[config.mk]
export PLATFORM = sky130hd
export DESIGN_NAME = fdmm_queue
export DESIGN_NICKNAME = d
export VERILOG_FILES = /design/src/design/frame_difference_motion_mask_unit_assert.svh /design/src/design/fdmm_pkg.sv /design/src/design/fdmm_queue.sv
export SDC_FILE = /design/constraint.sdc
export NUM_CORES = 1
export LEC_CHECK = 0
export ABC_AREA = 0
export BUFFER_PORTS_ARGS = -buffer_cell sky130_fd_sc_hd__buf_2
export CAP_MARGIN = 20
export CORE_MARGIN = 8
export CORE_UTILIZATION = 57
export DETAILED_ROUTE_END_ITERATION = 10
export PLACE_DENSITY = 0.75
export SETUP_SLACK_MARGIN = 0.05
export SKIP_LAST_GASP = 1
export SYNTH_ARGS = -nofsm -noshare
export SYNTH_HDL_FRONTEND = slang
export SYNTH_SLANG_ARGS = --single-unit
[constraint.sdc]
create_clock -name clk_i -period 3.1 [get_ports clk_i]
set_clock_uncertainty 0.1 [all_clocks]
set_input_delay 0.31 -clock clk_i [delete_from_list [all_inputs] [get_ports clk_i]]
set_output_delay 0.31 -clock clk_i [all_outputs]
set_load 0.01 [all_outputs]
[src/design/frame_difference_motion_mask_unit_assert.svh]
// Assertion helpers for the motion mask unit.
// Every property is sampled on clk_i and ignored while rst_ni is low.
`ifndef FRAME_DIFFERENCE_MOTION_MASK_UNIT_ASSERT_SVH
`define FRAME_DIFFERENCE_MOTION_MASK_UNIT_ASSERT_SVH

`ifndef SYNTHESIS
`define FDMM_ASSERT(label, prop, msg) \
  label: assert property (@(posedge clk_i) disable iff (!rst_ni) (prop)) else $error(msg);
`define FDMM_ASSERT_NEVER(label, cond, msg) \
  label: assert property (@(posedge clk_i) disable iff (!rst_ni) !(cond)) else $error(msg);
`else
`define FDMM_ASSERT(label, prop, msg)
`define FDMM_ASSERT_NEVER(label, cond, msg)
`endif

`endif

[src/design/fdmm_pkg.sv]
`timescale 1ns / 1ps
package fdmm_pkg;

  // Geometry
  localparam int unsigned MaxWidthDef = 2048;
  localparam int unsigned Kernel      = 10;
  localparam int unsigned Lag         = Kernel - 1 - Kernel / 2;
  localparam int unsigned HistW       = Kernel - 1;
  localparam int unsigned MemW        = HistW + Lag;

  // Field widths
  localparam int unsigned PosW     = 12;
  localparam int unsigned OutPosW  = 11;
  localparam int unsigned ChanW    = 8;
  localparam int unsigned WeightW  = 4;
  localparam int unsigned ThrW     = 8;
  localparam int unsigned StepW    = 5;
  localparam int unsigned CfgIdxW  = 3;
  localparam int unsigned CfgDataW = 12;
  localparam int unsigned ProdW    = WeightW + ChanW;
  localparam int unsigned WsumW    = WeightW + 2;
  localparam int unsigned SumW     = ProdW + 2;
  localparam int unsigned ChunkW   = 4;
  localparam int unsigned MaxStep  = 16;

  // Register reset values
  localparam logic [WeightW-1:0]  WeightHueRst = 4'd4;
  localparam logic [WeightW-1:0]  WeightSatRst = 4'd4;
  localparam logic [WeightW-1:0]  WeightValRst = 4'd2;
  localparam logic [ThrW-1:0]     ThresholdRst = 8'd30;
  localparam logic [StepW-1:0]    StepRst      = 5'd5;
  localparam logic [PosW-1:0]     WidthRst     = 12'd1280;
  localparam logic [PosW-1:0]     HeightRst    = 12'd1024;

  typedef enum logic [CfgIdxW-1:0] {
    CFG_WEIGHT_HUE   = 3'd0,
    CFG_WEIGHT_SAT   = 3'd1,
    CFG_WEIGHT_VAL   = 3'd2,
    CFG_THRESHOLD    = 3'd3,
    CFG_SAMPLE_STEP  = 3'd4,
    CFG_FRAME_WIDTH  = 3'd5,
    CFG_FRAME_HEIGHT = 3'd6
  } cfg_idx_e;

  typedef struct packed {
    logic [WeightW-1:0] weight_hue;
    logic [WeightW-1:0] weight_sat;
    logic [WeightW-1:0] weight_val;
    logic [ThrW-1:0]    diff_threshold;
    logic [StepW-1:0]   sample_step;
    logic [PosW-1:0]    frame_width;
    logic [PosW-1:0]    frame_height;
  } cfg_t;

  // Classified pixel handed from the front end to the back end
  typedef struct packed {
    logic [PosW-1:0]    pos_x;
    logic               is_real;
    logic               raw;
    logic               prior;
    logic               top;
    logic               row_start;
    logic               emit;
    logic [OutPosW-1:0] out_x;
    logic [OutPosW-1:0] out_y;
  } item_t;

endpackage

[src/design/fdmm_queue.sv]
`timescale 1ns / 1ps
module fdmm_queue (
  input  logic            clk_i,
  input  logic            rst_ni,
  input  logic            push_valid_i,
  input  fdmm_pkg::item_t push_item_i,
  output logic            push_ready_o,
  output logic            pop_valid_o,
  output fdmm_pkg::item_t pop_item_o,
  input  logic            pop_ready_i
);
  import fdmm_pkg::*;

  localparam int unsigned Depth = 4;
  localparam int unsigned PtrW  = $clog2(Depth);

  item_t           slots_q [Depth];
  logic [PtrW-1:0] wr_ptr_q, rd_ptr_q;
  logic [PtrW:0]   count_q;
  logic            push, pop;

  assign push_ready_o = (count_q != (PtrW + 1)'(Depth));
  assign pop_valid_o  = (count_q != '0);
  assign pop_item_o   = slots_q[rd_ptr_q];
  assign push         = push_valid_i && push_ready_o;
  assign pop          = pop_valid_o && pop_ready_i;

  // Track pointers and fill level
  always_ff @(posedge clk_i or negedge rst_ni) begin
    if (!rst_ni) begin
      wr_ptr_q <= '0;
      rd_ptr_q <= '0;
      count_q  <= '0;
    end else begin
      if (push) wr_ptr_q <= wr_ptr_q + 1'b1;
      if (pop)  rd_ptr_q <= rd_ptr_q + 1'b1;
      if (push && !pop) begin
        count_q <= count_q + 1'b1;
      end else if (pop && !push) begin
        count_q <= count_q - 1'b1;
      end
    end
  end

  // Store the pushed word
  always_ff @(posedge clk_i) begin
    if (push) slots_q[wr_ptr_q] <= push_item_i;
  end

endmodule

==> impl_metrics.csv, run 1 <==
group,metric,value,unit
floorplanning,die_h,121,um
cells_and_area,nFillCells,673,
worst_setup_path,critical-path-slowest-cell,"mux4_1",
clocking,cts_max_path_buffers,2,
worst_setup_path,crit_start,"rd_ptr_q[0]",
logic_synthesis,yosysSeqAreaShare,0.799,
worst_setup_path,slowest_delay,0.58,ns
grt,grt_max_degree,26,
flow_run,drv_cap,0,
grt,track_usage,0.162,
drt,dr.first_iter.drc_count,257,
cells_and_area,drive_above_1_share,0.424,
logic_synthesis,async_flop_share,0.0419,
logic_synthesis,yosys_warnings,0,
cells_and_area,final_util,0.727,
grt,grt_overflow_total,0,
worst_setup_path,reg2reg_from,"count_q[1]",
clocking,numCtsBuffers,17,
hold_path,hp-class,"in -> async",
clocking,root_buffer,"clkbuf_8",
timing,max_freq,398,MHz
worst_setup_path,worstPathRequired,2.69,ns
floorplanning,core-area,10700,um^2
power,p_per_area,915,nW/um^2
worst_setup_path,cp-start-kind,"flop",
timing,finalHoldViolCount,0,
cells_and_area,layout.cells.non_filler,543,
clocking,clkSinkCount,167,
timing,rsz0062_at_grt,"no",
grt,antenna_found_initial,0,
power,irDropWorstVdd,0.510,mV
worst_setup_path,cp.arrival,2.10,ns
logic_synthesis,synth.area.top_cells,"edfxtp_1 77%, mux4_2 14%, dfrtp_1 2.8%, buf_12 1.3%, ha_1 1.0%",
worst_setup_path,cp_cell_sequence,"buf_4 -> mux4_1 -> buf_2",
cells_and_area,nets,440,
logic_synthesis,synth_edf_count,160,
grt,grt_pass1_vias,3323,
placed_design,routabilityCongestion,0.758,
power,power_leakage,0.00275,uW
logic_synthesis,ys_top_cells_by_count,"160 x edfxtp_1, 38 x mux4_2, 7 x dfrtp_1, 5 x ha_1",
placed_design,placed_cells,469,
drt,ant_nets,0,
logic_synthesis,yosysTopAreaCellShare,0.771,
clocking,cts_max_level,4,
worst_setup_path,reg2reg_depth,8,
drt,avgViaCountPerCell,5.37,
worst_setup_path,crit_buf_inv,2,
logic_synthesis,netlist_instances,245,
worst_setup_path,critical_path_class,"reg -> out",
drt,wl,10.9,mm
timing,relSlewSlack,0.638,
logic_synthesis,synth_top_area_cell,"edfxtp_1",
cells_and_area,area_growth,25.2,%
worst_setup_path,crit_cells,3,
timing,finalSetupViolations,0,
timing,period_needed,2.51,ns
drt,drt_pass1_iterations,4,
floorplanning,fp.dieW,121,um
worst_setup_path,cp-end-kind,"output pin",
grt,grt_pass1_wl,17.5,mm
logic_synthesis,yosysMostFrequentCell,"edfxtp_1",
clocking,tritoncts,"built",
floorplanning,ios,86,
drt,via_count,2915,
drt,post_drt_wl_per_cell,20.0,um
timing,drv_slew,0,
floorplanning,rows,38,
worst_setup_path,critPathTopFamily,"multiplexers",
logic_synthesis,mappedNetlistArea,6230,um^2
timing,setup_tns,0,ns
timing,finalCritPeriodShare,0.810,
timing,tightest_slew,0.544,ns
power,p_total,7140,uW
floorplanning,die_area,14500,um^2
logic_synthesis,synth-seq-cells,167,
logic_synthesis,synth_area_per_cell,25.4,um^2
worst_setup_path,cp_max_fo,11,
status,status,"completed",
drt,route.detailed.drc,0,
logic_synthesis,synth.distinct_cells,20,
clocking,insertion_delay,0.51,ns
logic_synthesis,yosys_most_used_dff,"edfxtp_1",
cells_and_area,n_antenna_cell,0,
logic_synthesis,synth.net_count,295,
placed_design,portBuffers,85,
clocking,clk_pin_slew,0.06,ns
floorplanning,initial_core_util,0.580,
placed_design,dp_hpwl,6.77,mm
==> flip-flops by register name, indices dropped and copies added (netlist names) <==
register / count
count_q: 3
wr_ptr_q: 2
slots_q: 160
rd_ptr_q: 2
==> cell usage in the layout, fill, tap and decap left out <==
master and instances:
clkinv_1 2, nand2_1 2, dfrtp_2 2, mux4_2 38
ha_1 5, buf_12 4, nand3_1 1, or3_1 1
inv_1 3, inv_6 3, and2_2 4, clkinv_2 3
buf_2 85, nor2_1 2, xnor2_1 4, bufinv_16 1
a21boi_2 1, fa_1 1, clkinvlp_4 3, edfxtp_1 160
mux2_2 2, buf_4 5, xor2_1 2, clkbuf_16 16
clkbuf_8 1, mux4_1 2, dfrtp_1 5, dlygate4sd3_1 42
clkinv_4 3
==> area by class of cell <==
class / count / area [um^2] / area share
multi-input cells: 65 / 1130 / 0.145
well taps: 140 / 175 / 0.0224
clock buffers: 17 / 414 / 0.0530
inverters: 3 / 11.3 / 0.00144
clock inverters: 15 / 128 / 0.0163
repair buffers: 136 / 963 / 0.123
flip-flops and latches: 167 / 4980 / 0.638
==> cell families after synthesis <==
| logic type | share of synthesized area |
|---|---|
| AOI/OAI and AO/OA | 0.00181 |
| and+or+nand+nor | 0.00823 |
| DFF | 0.799 |
| buffers and inverters | 0.0203 |
| muxes | 0.149 |
| adders and majority gates | 0.0132 |
| xor gates and xnor gates | 0.00843 |
==> routing by layer <==
metal / vias to the layer above / part of all wire / track usage
met5: - / 0 / 0
met3: 10 / 0.055 / 0.0531
met1: 1497 / 0.41 / 0.188
met4: 0 / 0.010 / 0.0609
met2: 87 / 0.52 / 0.276
li1: 1321 / - / -
==> stage by stage <==
| stage | cell area [um^2] | hold slack, ns | setup slack [ns] |
|---|---|---|---|
| floorplan | 6230 | -0.0856 | 0.856 |
| detailed placement | 6850 | 0.0589 | 0.892 |
| CTS | 7810 | 0.0378 | 0.523 |
| global placement | 6850 | 0.0572 | 0.990 |
| global route | 7810 | 0.0475 | 0.462 |
| finish | 7810 | 0.0556 | 0.588 |
==> power breakdown <==
part           total [uW]  internal, uW  switching [uW]
registers            3200          2990             212
clock network        1880          1060             818
logic                2060          1030            1030
==> final timing paths <==
path                             endpoint  slack [ns]
max                        pop_item_o[36]        0.59
min                            count_q[0]        0.06
max reg2reg                    count_q[2]        0.93
min reg2reg                    count_q[2]        0.44
max in group asynchronous     rd_ptr_q[1]        2.66
min in group clk_i            wr_ptr_q[0]        0.16
==> what timing repair did <==
item	CTS	global route
buffers inserted	0	0
hold endpoints to repair	169	0
hold buffers	42	0
gates resized for setup	0	0
Note: power is estimated with default switching activity, not from simulation.
==> inputs of run 2 (changes only) <==
--- a/config.mk
+++ b/config.mk
@@ -9,9 +9,9 @@
 export BUFFER_PORTS_ARGS = -buffer_cell sky130_fd_sc_hd__buf_2
 export CAP_MARGIN = 20
 export CORE_MARGIN = 8
-export CORE_UTILIZATION = 57
+export CORE_UTILIZATION = 51
 export DETAILED_ROUTE_END_ITERATION = 10
-export PLACE_DENSITY = 0.75
+export PLACE_DENSITY = 0.71
 export SETUP_SLACK_MARGIN = 0.05
 export SKIP_LAST_GASP = 1
 export SYNTH_ARGS = -nofsm -noshare
==> constraint.sdc (replaced) <==
create_clock -name clk_i -period 2.2 [get_ports clk_i]
set_clock_uncertainty 0.1 [all_clocks]
set_input_delay 0.22 -clock clk_i [delete_from_list [all_inputs] [get_ports clk_i]]
set_output_delay 0.22 -clock clk_i [all_outputs]
set_load 0.01 [all_outputs]
==> run 2 against run 1 <==
  * Sequential cell count unchanged
  * First-iteration DRC count shrank 9.7%
  * Critical endpoint is now pop_item_o[31]
  * Largest power group unchanged
  * Sequential power grew 38%
  * Hold slack improved by 0.021 ns
  * Die area increased by 10%
  * Combinational power up 66%
  * Largest cell class unchanged
  * Critical path depth unchanged
  * Count of clock-buffer cells in the layout up 11
  * Via count rose by 1.9%
  * Wire length rose by 3.6%
==> impl_metrics.csv, run 2 (synthesized netlist as in run 1, its figures left out) <==
group,metric,value,unit
drt,wl,11.3,mm
worst_setup_path,critPathTopFamily,"flip-flops",
status,status,"completed",
clocking,clkSinkCount,167,
power,p_total,10500,uW
worst_setup_path,cp_max_fo,9,
drt,dr.first_iter.drc_count,232,
timing,tightest_slew,0.349,ns
placed_design,portBuffers,85,
worst_setup_path,critical-path-slowest-cell,"dfrtp_4",
placed_design,pre_cts_slack,0.0145,ns
clocking,cts_max_path_buffers,2,
worst_setup_path,cp_cell_sequence,"clkbuf_16 -> mux4_2 -> buf_2",
placed_design,placed_cells,480,
hold_path,hp-class,"in -> async",
cells_and_area,largest_reg_flops,160,
timing,rsz0062_at_grt,"yes",
flow_run,drv_cap,0,
timing,max_freq,467,MHz
cells_and_area,drive_above_1_share,0.438,
timing,drv_slew,0,
clocking,numCtsBuffers,17,
worst_setup_path,crit_start,"rd_ptr_q[0]",
timing,period_needed,2.14,ns
drt,route.detailed.drc,0,
power,power_leakage,0.00283,uW
grt,grt_max_degree,28,
cells_and_area,final_cell_mix,"160 x edfxtp_1, 80 x buf_2, 42 x dlygate4sd3_1",
worst_setup_path,critical_path_class,"reg -> out",
cells_and_area,reg_top3,"slots_q: 160 flops, count_q: 3 flops",
cells_and_area,layout.cells.non_filler,561,
cells_and_area,area_growth,28.3,%
floorplanning,rows,40,
worst_setup_path,cp.arrival,1.82,ns
power,irDropWorstVdd,0.764,mV
floorplanning,die_h,127,um
grt,grt_pass1_vias,3252,
cells_and_area,nets,450,
timing,fin_ws,0.0582,ns
worst_setup_path,cp-start-kind,"flop",
drt,post_drt_wl_per_cell,20.1,um
drt,drt_pass1_iterations,4,
worst_setup_path,cp-end-kind,"output pin",
drt,via_count,2971,
cells_and_area,largest-register,"slots_q",
timing,finalSetupViolations,0,
worst_setup_path,worstPathRequired,1.88,ns
worst_setup_path,crit_buf_inv,2,
grt,grt_overflow_total,0,
grt,track_usage,0.149,
grt,antenna_found_initial,1,
placed_design,dp_hpwl,6.60,mm
clocking,tritoncts,"built",
drt,avgViaCountPerCell,5.30,
worst_setup_path,reg2reg_from,"count_q[2]",
floorplanning,core-area,12000,um^2
placed_design,routabilityCongestion,0.732,
clocking,insertion_delay,0.41,ns
timing,finalHoldViolCount,0,
power,p_per_area,1320,nW/um^2
floorplanning,ios,86,
floorplanning,fp.dieW,127,um
floorplanning,die_area,16000,um^2
floorplanning,initial_core_util,0.521,
clocking,clk_pin_slew,0.06,ns
clocking,cts_max_level,4,
cells_and_area,final_common_cell,"edfxtp_1",
grt,grt_pass1_wl,17.6,mm
clocking,root_buffer,"clkbuf_16",
worst_setup_path,slowest_delay,0.53,ns
drt,ant_nets,0,
timing,finalCritPeriodShare,0.974,
timing,relSlewSlack,0.767,
## run 2: cell types whose count changed in the layout (fill, tap and decap cells not counted), sizes merged
cell | previous run | this run
clkinvlp | 3 | 0
clkbuf | 17 | 30
clkinv | 8 | 3
diode | 0 | 1
buf | 94 | 102
inv | 6 | 3
## run 2: final cells by class
cell class,instances,area (um^2)
inverters,3,11.3
diodes,1,2.50
clock buffers,28,497
clock inverters,4,45.0
fillers,769,3960
repair buffers,146,1120
multi-input cells,65,1160
well taps,147,184
flip-flops and latches,167,4980
## run 2: metrics by stage
stage                     setup TNS, ns  instance area [um^2]  hold slack, ns  utilization
after floorplan                       0                  6240          -0.176            -
after global placement                0                  6890         -0.0377        0.576
after detailed placement              0                  6890         -0.0284        0.576
after CTS                       -0.0957                  7920          0.0615        0.662
after global routing            -0.0333                  8000          0.0757        0.669
final                                 0                  8000          0.0766        0.669
## run 2: report_power, final
part           leakage [uW]  internal, uW  total [uW]  switching (uW)
Combinational       0.00102          1750        3410            1660
Sequential          0.00155          4220        4410             192
Clock              0.000266          1640        2710            1060
## run 2: what timing repair did
action	CTS	global route
pin swaps	2	3
setup endpoints to repair	24	73
hold buffers	42	0
gates resized for setup	5	11
buffers inserted	3	1
hold endpoints to repair	169	0
gates cloned	1	2
## run 2: path summary, 6_finish.rpt
path / slack, ns / depth (start not counted) / to
hold reg to reg: 0.48 / 1 / wr_ptr_q[1]
hold / removal: 0.08 / 2 / count_q[0]
setup reg to reg: 0.16 / 8 / count_q[2]
setup / recovery: 0.06 / 3 / pop_item_o[31]
min in group clk_i: 0.29 / 4 / count_q[0]
max in group asynchronous: 1.73 / 2 / rd_ptr_q[0]
## run 2: per-layer routing
layer	track usage	routed length [um]	up-vias
met5	0	0	-
met4	0.0722	194	0
met3	0.0469	600	14
met2	0.243	5700	76
met1	0.175	4760	1538
li1	-	-	1343
