<file path="config.mk">
export PLATFORM = sky130hd
export DESIGN_NAME = fdmm_front_flat
export DESIGN_NICKNAME = d
export VERILOG_FILES = /design/src/design/frame_difference_motion_mask_unit_assert.svh /design/src/design/fdmm_pkg.sv /design/src/design/fdmm_pix_if.sv /design/src/design/fdmm_front.sv /design/src/flat_wrapper.sv
export SDC_FILE = /design/constraint.sdc
export NUM_CORES = 1
export LEC_CHECK = 0
export BUFFER_PORTS_ARGS = -buffer_cell sky130_fd_sc_hd__buf_2
export CAP_MARGIN = 20
export CORE_UTILIZATION = 59
export CTS_BUF_LIST = sky130_fd_sc_hd__clkbuf_4 sky130_fd_sc_hd__clkbuf_8 sky130_fd_sc_hd__clkbuf_16
export DETAILED_ROUTE_END_ITERATION = 8
export PLACE_DENSITY = 0.86
export SKIP_CTS_REPAIR_TIMING = 1
export SYNTH_ARGS = -nofsm -noshare
export SYNTH_HDL_FRONTEND = slang
export SYNTH_SLANG_ARGS = --single-unit
</file>
<file path="constraint.sdc">
create_clock -name clk_i -period 26.2 [get_ports clk_i]
set_clock_uncertainty 0.2 [all_clocks]
set_input_delay 2.62 -clock clk_i [delete_from_list [all_inputs] [get_ports clk_i]]
set_output_delay 2.62 -clock clk_i [all_outputs]
set_load 0.01 [all_outputs]
</file>
<file path="src/design/frame_difference_motion_mask_unit_assert.svh">
// Assertion helpers for the motion mask unit.
// Every property is sampled on clk_i and ignored while rst_ni is low.
`ifndef FRAME_DIFFERENCE_MOTION_MASK_UNIT_ASSERT_SVH
`define FRAME_DIFFERENCE_MOTION_MASK_UNIT_ASSERT_SVH

`ifndef SYNTHESIS
`define FDMM_ASSERT(label, prop, msg) \
  label: assert property (@(posedge clk_i) disable iff (!rst_ni) (prop)) else $error(msg);
`define FDMM_ASSERT_NEVER(label, cond, msg) \
  label: assert property (@(posedge clk_i) disable iff (!rst_ni) !(cond)) else $error(msg);
`else
`define FDMM_ASSERT(label, prop, msg)
`define FDMM_ASSERT_NEVER(label, cond, msg)
`endif

`endif

</file>
<file path="src/design/fdmm_pkg.sv">
`timescale 1ns / 1ps
package fdmm_pkg;

  // Geometry
  localparam int unsigned MaxWidthDef = 2048;
  localparam int unsigned Kernel      = 10;
  localparam int unsigned Lag         = Kernel - 1 - Kernel / 2;
  localparam int unsigned HistW       = Kernel - 1;
  localparam int unsigned MemW        = HistW + Lag;

  // Field widths
  localparam int unsigned PosW     = 12;
  localparam int unsigned OutPosW  = 11;
  localparam int unsigned ChanW    = 8;
  localparam int unsigned WeightW  = 4;
  localparam int unsigned ThrW     = 8;
  localparam int unsigned StepW    = 5;
  localparam int unsigned CfgIdxW  = 3;
  localparam int unsigned CfgDataW = 12;
  localparam int unsigned ProdW    = WeightW + ChanW;
  localparam int unsigned WsumW    = WeightW + 2;
  localparam int unsigned SumW     = ProdW + 2;
  localparam int unsigned ChunkW   = 4;
  localparam int unsigned MaxStep  = 16;

  // Register reset values
  localparam logic [WeightW-1:0]  WeightHueRst = 4'd4;
  localparam logic [WeightW-1:0]  WeightSatRst = 4'd4;
  localparam logic [WeightW-1:0]  WeightValRst = 4'd2;
  localparam logic [ThrW-1:0]     ThresholdRst = 8'd30;
  localparam logic [StepW-1:0]    StepRst      = 5'd5;
  localparam logic [PosW-1:0]     WidthRst     = 12'd1280;
  localparam logic [PosW-1:0]     HeightRst    = 12'd1024;

  typedef enum logic [CfgIdxW-1:0] {
    CFG_WEIGHT_HUE   = 3'd0,
    CFG_WEIGHT_SAT   = 3'd1,
    CFG_WEIGHT_VAL   = 3'd2,
    CFG_THRESHOLD    = 3'd3,
    CFG_SAMPLE_STEP  = 3'd4,
    CFG_FRAME_WIDTH  = 3'd5,
    CFG_FRAME_HEIGHT = 3'd6
  } cfg_idx_e;

  typedef struct packed {
    logic [WeightW-1:0] weight_hue;
    logic [WeightW-1:0] weight_sat;
    logic [WeightW-1:0] weight_val;
    logic [ThrW-1:0]    diff_threshold;
    logic [StepW-1:0]   sample_step;
    logic [PosW-1:0]    frame_width;
    logic [PosW-1:0]    frame_height;
  } cfg_t;

  // Classified pixel handed from the front end to the back end
  typedef struct packed {
    logic [PosW-1:0]    pos_x;
    logic               is_real;
    logic               raw;
    logic               prior;
    logic               top;
    logic               row_start;
    logic               emit;
    logic [OutPosW-1:0] out_x;
    logic [OutPosW-1:0] out_y;
  } item_t;

endpackage

</file>
<file path="src/design/fdmm_pix_if.sv">
`timescale 1ns / 1ps
interface fdmm_pix_if;
  import fdmm_pkg::*;

  logic               valid;
  logic               ready;
  logic [PosW-1:0]    pos_x;
  logic [PosW-1:0]    pos_y;
  logic [ChanW-1:0]   cur_hue;
  logic [ChanW-1:0]   cur_sat;
  logic [ChanW-1:0]   cur_val;
  logic [ChanW-1:0]   old_hue;
  logic [ChanW-1:0]   old_sat;
  logic [ChanW-1:0]   old_val;
  logic               permitted;
  logic               prior_mark;

  modport source (
    output valid, pos_x, pos_y, cur_hue, cur_sat, cur_val, old_hue, old_sat, old_val,
           permitted, prior_mark,
    input  ready
  );
  modport sink (
    input  valid, pos_x, pos_y, cur_hue, cur_sat, cur_val, old_hue, old_sat, old_val,
           permitted, prior_mark,
    output ready
  );
endinterface

</file>
<file path="src/design/fdmm_front.sv">
`timescale 1ns / 1ps
module fdmm_front #(
  parameter int unsigned MaxWidth = fdmm_pkg::MaxWidthDef
) (
  input  logic            clk_i,
  input  logic            rst_ni,
  input  fdmm_pkg::cfg_t  cfg_i,
  input  logic            hold_i,
  fdmm_pix_if.sink        pix_i,
  output logic            push_valid_o,
  output fdmm_pkg::item_t push_item_o,
  input  logic            push_ready_i
);
  import fdmm_pkg::*;

  function automatic logic [ChanW-1:0] abs_diff(input logic [ChanW-1:0] a,
                                                input logic [ChanW-1:0] b);
    return (a >= b) ? (a - b) : (b - a);
  endfunction

  // Four restoring remainder steps, one input bit each
  function automatic logic [StepW-1:0] rem_chunk(input logic [StepW-1:0] rem,
                                                 input logic [ChunkW-1:0] bits,
                                                 input logic [StepW-1:0] divisor);
    logic [StepW-1:0] acc;
    acc = rem;
    for (int i = ChunkW - 1; i >= 0; i--) begin
      acc = {acc[StepW-2:0], bits[i]};
      if (acc >= divisor) acc = acc - divisor;
    end
    return acc;
  endfunction

  logic               advance;
  logic [StepW-1:0]   step;
  logic [WsumW-1:0]   wsum;

  // Stage 1: channel differences, top remainder chunk
  logic               s1_valid_q;
  logic [PosW-1:0]    s1_px_q, s1_py_q;
  logic [ChanW-1:0]   s1_dh_q, s1_ds_q, s1_dv_q;
  logic [StepW-1:0]   s1_rx_q, s1_ry_q;
  logic               s1_permit_q, s1_prior_q;

  // Stage 2: weighted terms, middle remainder chunk
  logic               s2_valid_q;
  logic [PosW-1:0]    s2_px_q, s2_py_q;
  logic [ProdW-1:0]   s2_ph_q, s2_ps_q, s2_pv_q;
  logic [SumW-1:0]    s2_thr_q;
  logic               s2_wnz_q;
  logic [StepW-1:0]   s2_rx_q, s2_ry_q;
  logic               s2_permit_q, s2_prior_q;

  // Clamp grid spacing into 1..MaxStep
  always_comb begin
    if (cfg_i.sample_step == '0) begin
      step = StepW'(1);
    end else if (cfg_i.sample_step > StepW'(MaxStep)) begin
      step = StepW'(MaxStep);
    end else begin
      step = cfg_i.sample_step;
    end
  end

  assign wsum = WsumW'(cfg_i.weight_hue) + WsumW'(cfg_i.weight_sat)
              + WsumW'(cfg_i.weight_val);

  assign advance     = !s2_valid_q || push_ready_i;
  assign pix_i.ready = advance && !hold_i;

  // Advance the pipeline
  always_ff @(posedge clk_i or negedge rst_ni) begin
    if (!rst_ni) begin
      s1_valid_q <= 1'b0;
      s2_valid_q <= 1'b0;
    end else if (advance) begin
      s1_valid_q <= pix_i.valid && !hold_i;
      s2_valid_q <= s1_valid_q;
    end
  end

  always_ff @(posedge clk_i) begin
    if (advance) begin
      s1_px_q     <= pix_i.pos_x;
      s1_py_q     <= pix_i.pos_y;
      s1_dh_q     <= abs_diff(pix_i.cur_hue, pix_i.old_hue);
      s1_ds_q     <= abs_diff(pix_i.cur_sat, pix_i.old_sat);
      s1_dv_q     <= abs_diff(pix_i.cur_val, pix_i.old_val);
      s1_rx_q     <= rem_chunk('0, pix_i.pos_x[PosW-1 -: ChunkW], step);
      s1_ry_q     <= rem_chunk('0, pix_i.pos_y[PosW-1 -: ChunkW], step);
      s1_permit_q <= pix_i.permitted;
      s1_prior_q  <= pix_i.prior_mark;

      s2_px_q     <= s1_px_q;
      s2_py_q     <= s1_py_q;
      s2_ph_q     <= ProdW'(cfg_i.weight_hue) * ProdW'(s1_dh_q);
      s2_ps_q     <= ProdW'(cfg_i.weight_sat) * ProdW'(s1_ds_q);
      s2_pv_q     <= ProdW'(cfg_i.weight_val) * ProdW'(s1_dv_q);
      s2_thr_q    <= SumW'(cfg_i.diff_threshold) * SumW'(wsum);
      s2_wnz_q    <= (wsum != '0);
      s2_rx_q     <= rem_chunk(s1_rx_q, s1_px_q[PosW-ChunkW-1 -: ChunkW], step);
      s2_ry_q     <= rem_chunk(s1_ry_q, s1_py_q[PosW-ChunkW-1 -: ChunkW], step);
      s2_permit_q <= s1_permit_q;
      s2_prior_q  <= s1_prior_q;
    end
  end

  // Classify: grid hit, threshold test, real pixel, emission window
  logic [SumW-1:0]  sum;
  logic             on_grid, hit, is_real, emit;
  logic [PosW-1:0]  px_lag, py_lag;

  always_comb begin
    sum     = SumW'(s2_ph_q) + SumW'(s2_ps_q) + SumW'(s2_pv_q);
    hit     = s2_wnz_q && (sum >= s2_thr_q);
    on_grid = (rem_chunk(s2_rx_q, s2_px_q[ChunkW-1:0], step) == '0)
           && (rem_chunk(s2_ry_q, s2_py_q[ChunkW-1:0], step) == '0);
    is_real = (s2_px_q < cfg_i.frame_width)
           && ({1'b0, s2_px_q} < (PosW + 1)'(MaxWidth))
           && (s2_py_q < cfg_i.frame_height);
    px_lag  = s2_px_q - PosW'(Lag);
    py_lag  = s2_py_q - PosW'(Lag);
    emit    = (s2_px_q >= PosW'(Lag)) && (s2_py_q >= PosW'(Lag))
           && (px_lag < cfg_i.frame_width) && (py_lag < cfg_i.frame_height);

    push_item_o.pos_x     = s2_px_q;
    push_item_o.is_real   = is_real;
    push_item_o.raw       = is_real && on_grid && s2_permit_q && !s2_prior_q && hit;
    push_item_o.prior     = s2_prior_q;
    push_item_o.top       = (s2_py_q == '0);
    push_item_o.row_start = (s2_px_q == '0);
    push_item_o.emit      = emit;
    push_item_o.out_x     = px_lag[OutPosW-1:0];
    push_item_o.out_y     = py_lag[OutPosW-1:0];
  end

  assign push_valid_o = s2_valid_q;

endmodule

</file>
<file path="src/flat_wrapper.sv">
// flat-port wrapper written by rule: the top's interface ports become plain ports
module fdmm_front_flat import fdmm_pkg::*;
#(
  parameter int unsigned MaxWidth = fdmm_pkg::MaxWidthDef
)
  (clk_i, rst_ni, cfg_i, hold_i, push_valid_o, push_item_o, push_ready_i, pix_i_valid, pix_i_pos_x, pix_i_pos_y, pix_i_cur_hue, pix_i_cur_sat, pix_i_cur_val, pix_i_old_hue, pix_i_old_sat, pix_i_old_val, pix_i_permitted, pix_i_prior_mark, pix_i_ready);
  fdmm_pix_if pix_i_i ();
  input  logic clk_i;
  input  logic rst_ni;
  input  fdmm_pkg::cfg_t cfg_i;
  input  logic hold_i;
  output logic push_valid_o;
  output fdmm_pkg::item_t push_item_o;
  input  logic push_ready_i;
  input wire logic [$bits(pix_i_i.valid)-1:0] pix_i_valid;
  input wire logic [$bits(pix_i_i.pos_x)-1:0] pix_i_pos_x;
  input wire logic [$bits(pix_i_i.pos_y)-1:0] pix_i_pos_y;
  input wire logic [$bits(pix_i_i.cur_hue)-1:0] pix_i_cur_hue;
  input wire logic [$bits(pix_i_i.cur_sat)-1:0] pix_i_cur_sat;
  input wire logic [$bits(pix_i_i.cur_val)-1:0] pix_i_cur_val;
  input wire logic [$bits(pix_i_i.old_hue)-1:0] pix_i_old_hue;
  input wire logic [$bits(pix_i_i.old_sat)-1:0] pix_i_old_sat;
  input wire logic [$bits(pix_i_i.old_val)-1:0] pix_i_old_val;
  input wire logic [$bits(pix_i_i.permitted)-1:0] pix_i_permitted;
  input wire logic [$bits(pix_i_i.prior_mark)-1:0] pix_i_prior_mark;
  output wire logic [$bits(pix_i_i.ready)-1:0] pix_i_ready;
  assign pix_i_i.valid = pix_i_valid;
  assign pix_i_i.pos_x = pix_i_pos_x;
  assign pix_i_i.pos_y = pix_i_pos_y;
  assign pix_i_i.cur_hue = pix_i_cur_hue;
  assign pix_i_i.cur_sat = pix_i_cur_sat;
  assign pix_i_i.cur_val = pix_i_cur_val;
  assign pix_i_i.old_hue = pix_i_old_hue;
  assign pix_i_i.old_sat = pix_i_old_sat;
  assign pix_i_i.old_val = pix_i_old_val;
  assign pix_i_i.permitted = pix_i_permitted;
  assign pix_i_i.prior_mark = pix_i_prior_mark;
  assign pix_i_ready = pix_i_i.ready;
  fdmm_front #(.MaxWidth(MaxWidth)) u_core (.clk_i(clk_i), .rst_ni(rst_ni), .cfg_i(cfg_i), .hold_i(hold_i), .pix_i(pix_i_i), .push_valid_o(push_valid_o), .push_item_o(push_item_o), .push_ready_i(push_ready_i));
endmodule
</file>
==> results.sh <==
export IMPL_tightestPinTransition_ps=986
export IMPL_cts_sinks=145
export IMPL_grt_overflow_total=0
export IMPL_report_final_slew_viol_count=0
export IMPL_yosysSeqAreaShare=0.243
export IMPL_synth_seq_cells=145
export IMPL_hp_class="flop to flop"
export IMPL_slew_limit_headroom=0.343
export IMPL_syn2layout_area_growth_pct=10.6
export IMPL_clock_latency_ps=440
export IMPL_finalSetupViolations=0
export IMPL_nets=2573
export IMPL_grt_use_total=0.255
export IMPL_htree_levels=4
export IMPL_detail_route_antenna_nets=0
export IMPL_criticalPathCategory="input port to primary output"
export IMPL_final_hold_violation_count=0
export IMPL_grt_pass1_wl_mm=64.1
export IMPL_antenna_found_initial=0
export IMPL_syn_inst=1848
export IMPL_vias_per_cell=5.68
export IMPL_die_x_microns=176
export IMPL_status="finished, final reports clean"
export IMPL_max_clock_path_buffers=2
export IMPL_synth_flop_cell="edfxtp_1"
export IMPL_diodes=0
export IMPL_peakVddDrop_mv=0.0733
export IMPL_syn_num_nets=2392
export IMPL_synthArstFlopShare=0.0138
export IMPL_clk_pin_slew_ps=60
export IMPL_final_core_util=0.665
export IMPL_cap_viol_max_count=0
export IMPL_p_per_area_nw_per_um2=143
export IMPL_routed_wl_mm=38.8
export IMPL_io_pins=170
export IMPL_synth_top_area_cell="edfxtp_1"
export IMPL_holdPathStages=0
export IMPL_synth_top_area_share=0.240
export IMPL_grt_max_degree=79
export IMPL_num_vias=13800
export IMPL_yosys_warnings=0
export IMPL_synthesis_area_sq_um=17900
export IMPL_synth_edff_count=143
export IMPL_cts_made_buffers=17
export IMPL_cp_start_kind="input port"
export IMPL_dieArea_sq_um=31000
export IMPL_critPathMaxFanout=24
export IMPL_drc=0
export IMPL_die_height_microns=176
export IMPL_wl_per_cell_microns=15.9
export IMPL_timing_final_crit_share=0.475
export IMPL_cts_tree="yes"
export IMPL_holdWs_ps=218
export IMPL_synth_most_common_cell="ha_1"
export IMPL_rr_worst_depth=33
export IMPL_setup_tns_final_ps=0
export IMPL_grt_pass1_vias=14100
export IMPL_critical_path_arrival_ps=9630
export IMPL_drtPass1Iterations=5
export IMPL_yosys_top_cells_count="ha_1 (323), inv_1 (271), edfxtp_1 (143)"
export IMPL_worst_setup_path_end_kind="primary output"
export IMPL_crit_path_max_incr_delay_ps=620
export IMPL_synth_area_per_cell_sq_um=9.67
export IMPL_cts_root_buf="clkbuf_16"
export IMPL_synthTopCellsByArea="edfxtp_1 (24%), ha_1 (23%), fa_1 (10%)"
export IMPL_power_leakage_nw=9.90
export IMPL_final_layout_size_suffix_gt1_frac=0.133
export IMPL_core_rowCount=63
export IMPL_cp_slowest_cell="o311ai_0"
export IMPL_initial_core_util=0.601
export IMPL_io_buffer_count=169
export IMPL_ys_types=70
export IMPL_clock_fmax_mhz=80.3
export IMPL_first_iter_violations=736
export IMPL_post_route_min_period_ps=12450
export IMPL_routabilityCongestion=0.915
export IMPL_rsz0062_at_grt="false"
export IMPL_dpl_hpwl_mm=30.5
export IMPL_cp_data_required_time_ps=23380
export IMPL_core_area_sq_um=29700
[metal layers]
| metal | wire (microns) | vias to the layer above | global-route usage |
|---|---|---|---|
| met5 | 0 | - | 0 |
| met1 | 15900 | 6481 | 0.289 |
| met4 | 1280 | 0 | 0.108 |
| met2 | 19600 | 438 | 0.469 |
| met3 | 1950 | 102 | 0.0429 |
| li1 | - | 6783 | - |
[state kept, by name (all words and copies together), names as in the netlist, 8 cells and up]
register	flops
u_core.s1_dh_q	8
u_core.s1_ds_q	8
u_core.s1_dv_q	8
u_core.s1_px_q	12
u_core.s1_py_q	12
u_core.s2_ph_q	12
u_core.s2_ps_q	12
u_core.s2_pv_q	12
u_core.s2_px_q	12
u_core.s2_py_q	12
u_core.s2_thr_q	14
[cell usage in the layout (no fill, tap or decap), drive strengths merged, types with 29 or more instances in the layout]
cell    Yosys  routed
xnor2      85      85
and2       57      57
a21oi     115     115
inv       271     272
xor2       52      52
mux2       40      40
nor2       61      61
nor3       29      29
nor2b      33      33
nand2b     44      44
edfxtp    143     143
a21o       82      82
nand2     143     143
fa         93      93
o21ai      59      59
buf        11     176
ha        323     323
[worst max-delay path, delay by kind of cell]
kind,cells,cell delay (ps)
buf+inv,6,920
fa+ha+maj,4,1490
simple gates,9,1400
xor+xnor,1,140
compound gates,13,3040
[worst paths after layout]
path / startpoint / endpoint / slack [ps]
worst max-delay path: cfg_i[25] / push_item_o[26] / 13750
worst min-delay path: u_core.s1_px_q[10] / u_core.s2_px_q[10] / 220
worst max register to register: u_core.s1_px_q[7] / u_core.s2_rx_q[3] / 18750
worst min register to register: u_core.s1_px_q[10] / u_core.s2_px_q[10] / 220
max in group asynchronous: rst_ni / u_core.push_valid_o / 23960
min in group asynchronous: rst_ni / u_core.s1_valid_q / 1750
[report_power, final]
group / internal, mW / switching (mW) / leakage (nW)
Combinational: 0.990 / 1.16 / 8.11
Clock: 0.150 / 0.104 / 0.279
Sequential: 0.378 / 0.0407 / 1.51
Total: 1.52 / 1.31 / 9.90
[per-stage QoR]
step	area [sq um]	setup WS (ps)	std cells	total power, mW
3_5_place_dp	19200	13930	2400	2.52
4_1_cts	19800	13860	2431	2.82
2_1_floorplan	17900	12890	1848	2.08
6_report	19800	13750	2431	2.82
3_3_place_gp	19200	14280	2400	2.37
5_1_grt	19800	13190	2431	3.08
[cell type report]
cell class                 instances  area [sq um]
clock inverter                    13           164
clock buffer                      18           433
sequential                       145          4340
tap                              390           488
fill                            2209          9950
inverter                         271          1020
timing repair buffer             176           898
multi-input combinational       1418         12400
[cells by family after synthesis]
group	share of synthesized area
buffers and inverters	0.0626
AO/OA/AOI/OAI	0.132
XOR/XNOR	0.0672
multiplexers	0.0410
AND/OR/NAND/NOR	0.124
adder cells (fa/ha/maj)	0.330
flip-flops	0.243
(Power assumes the default switching activity.)
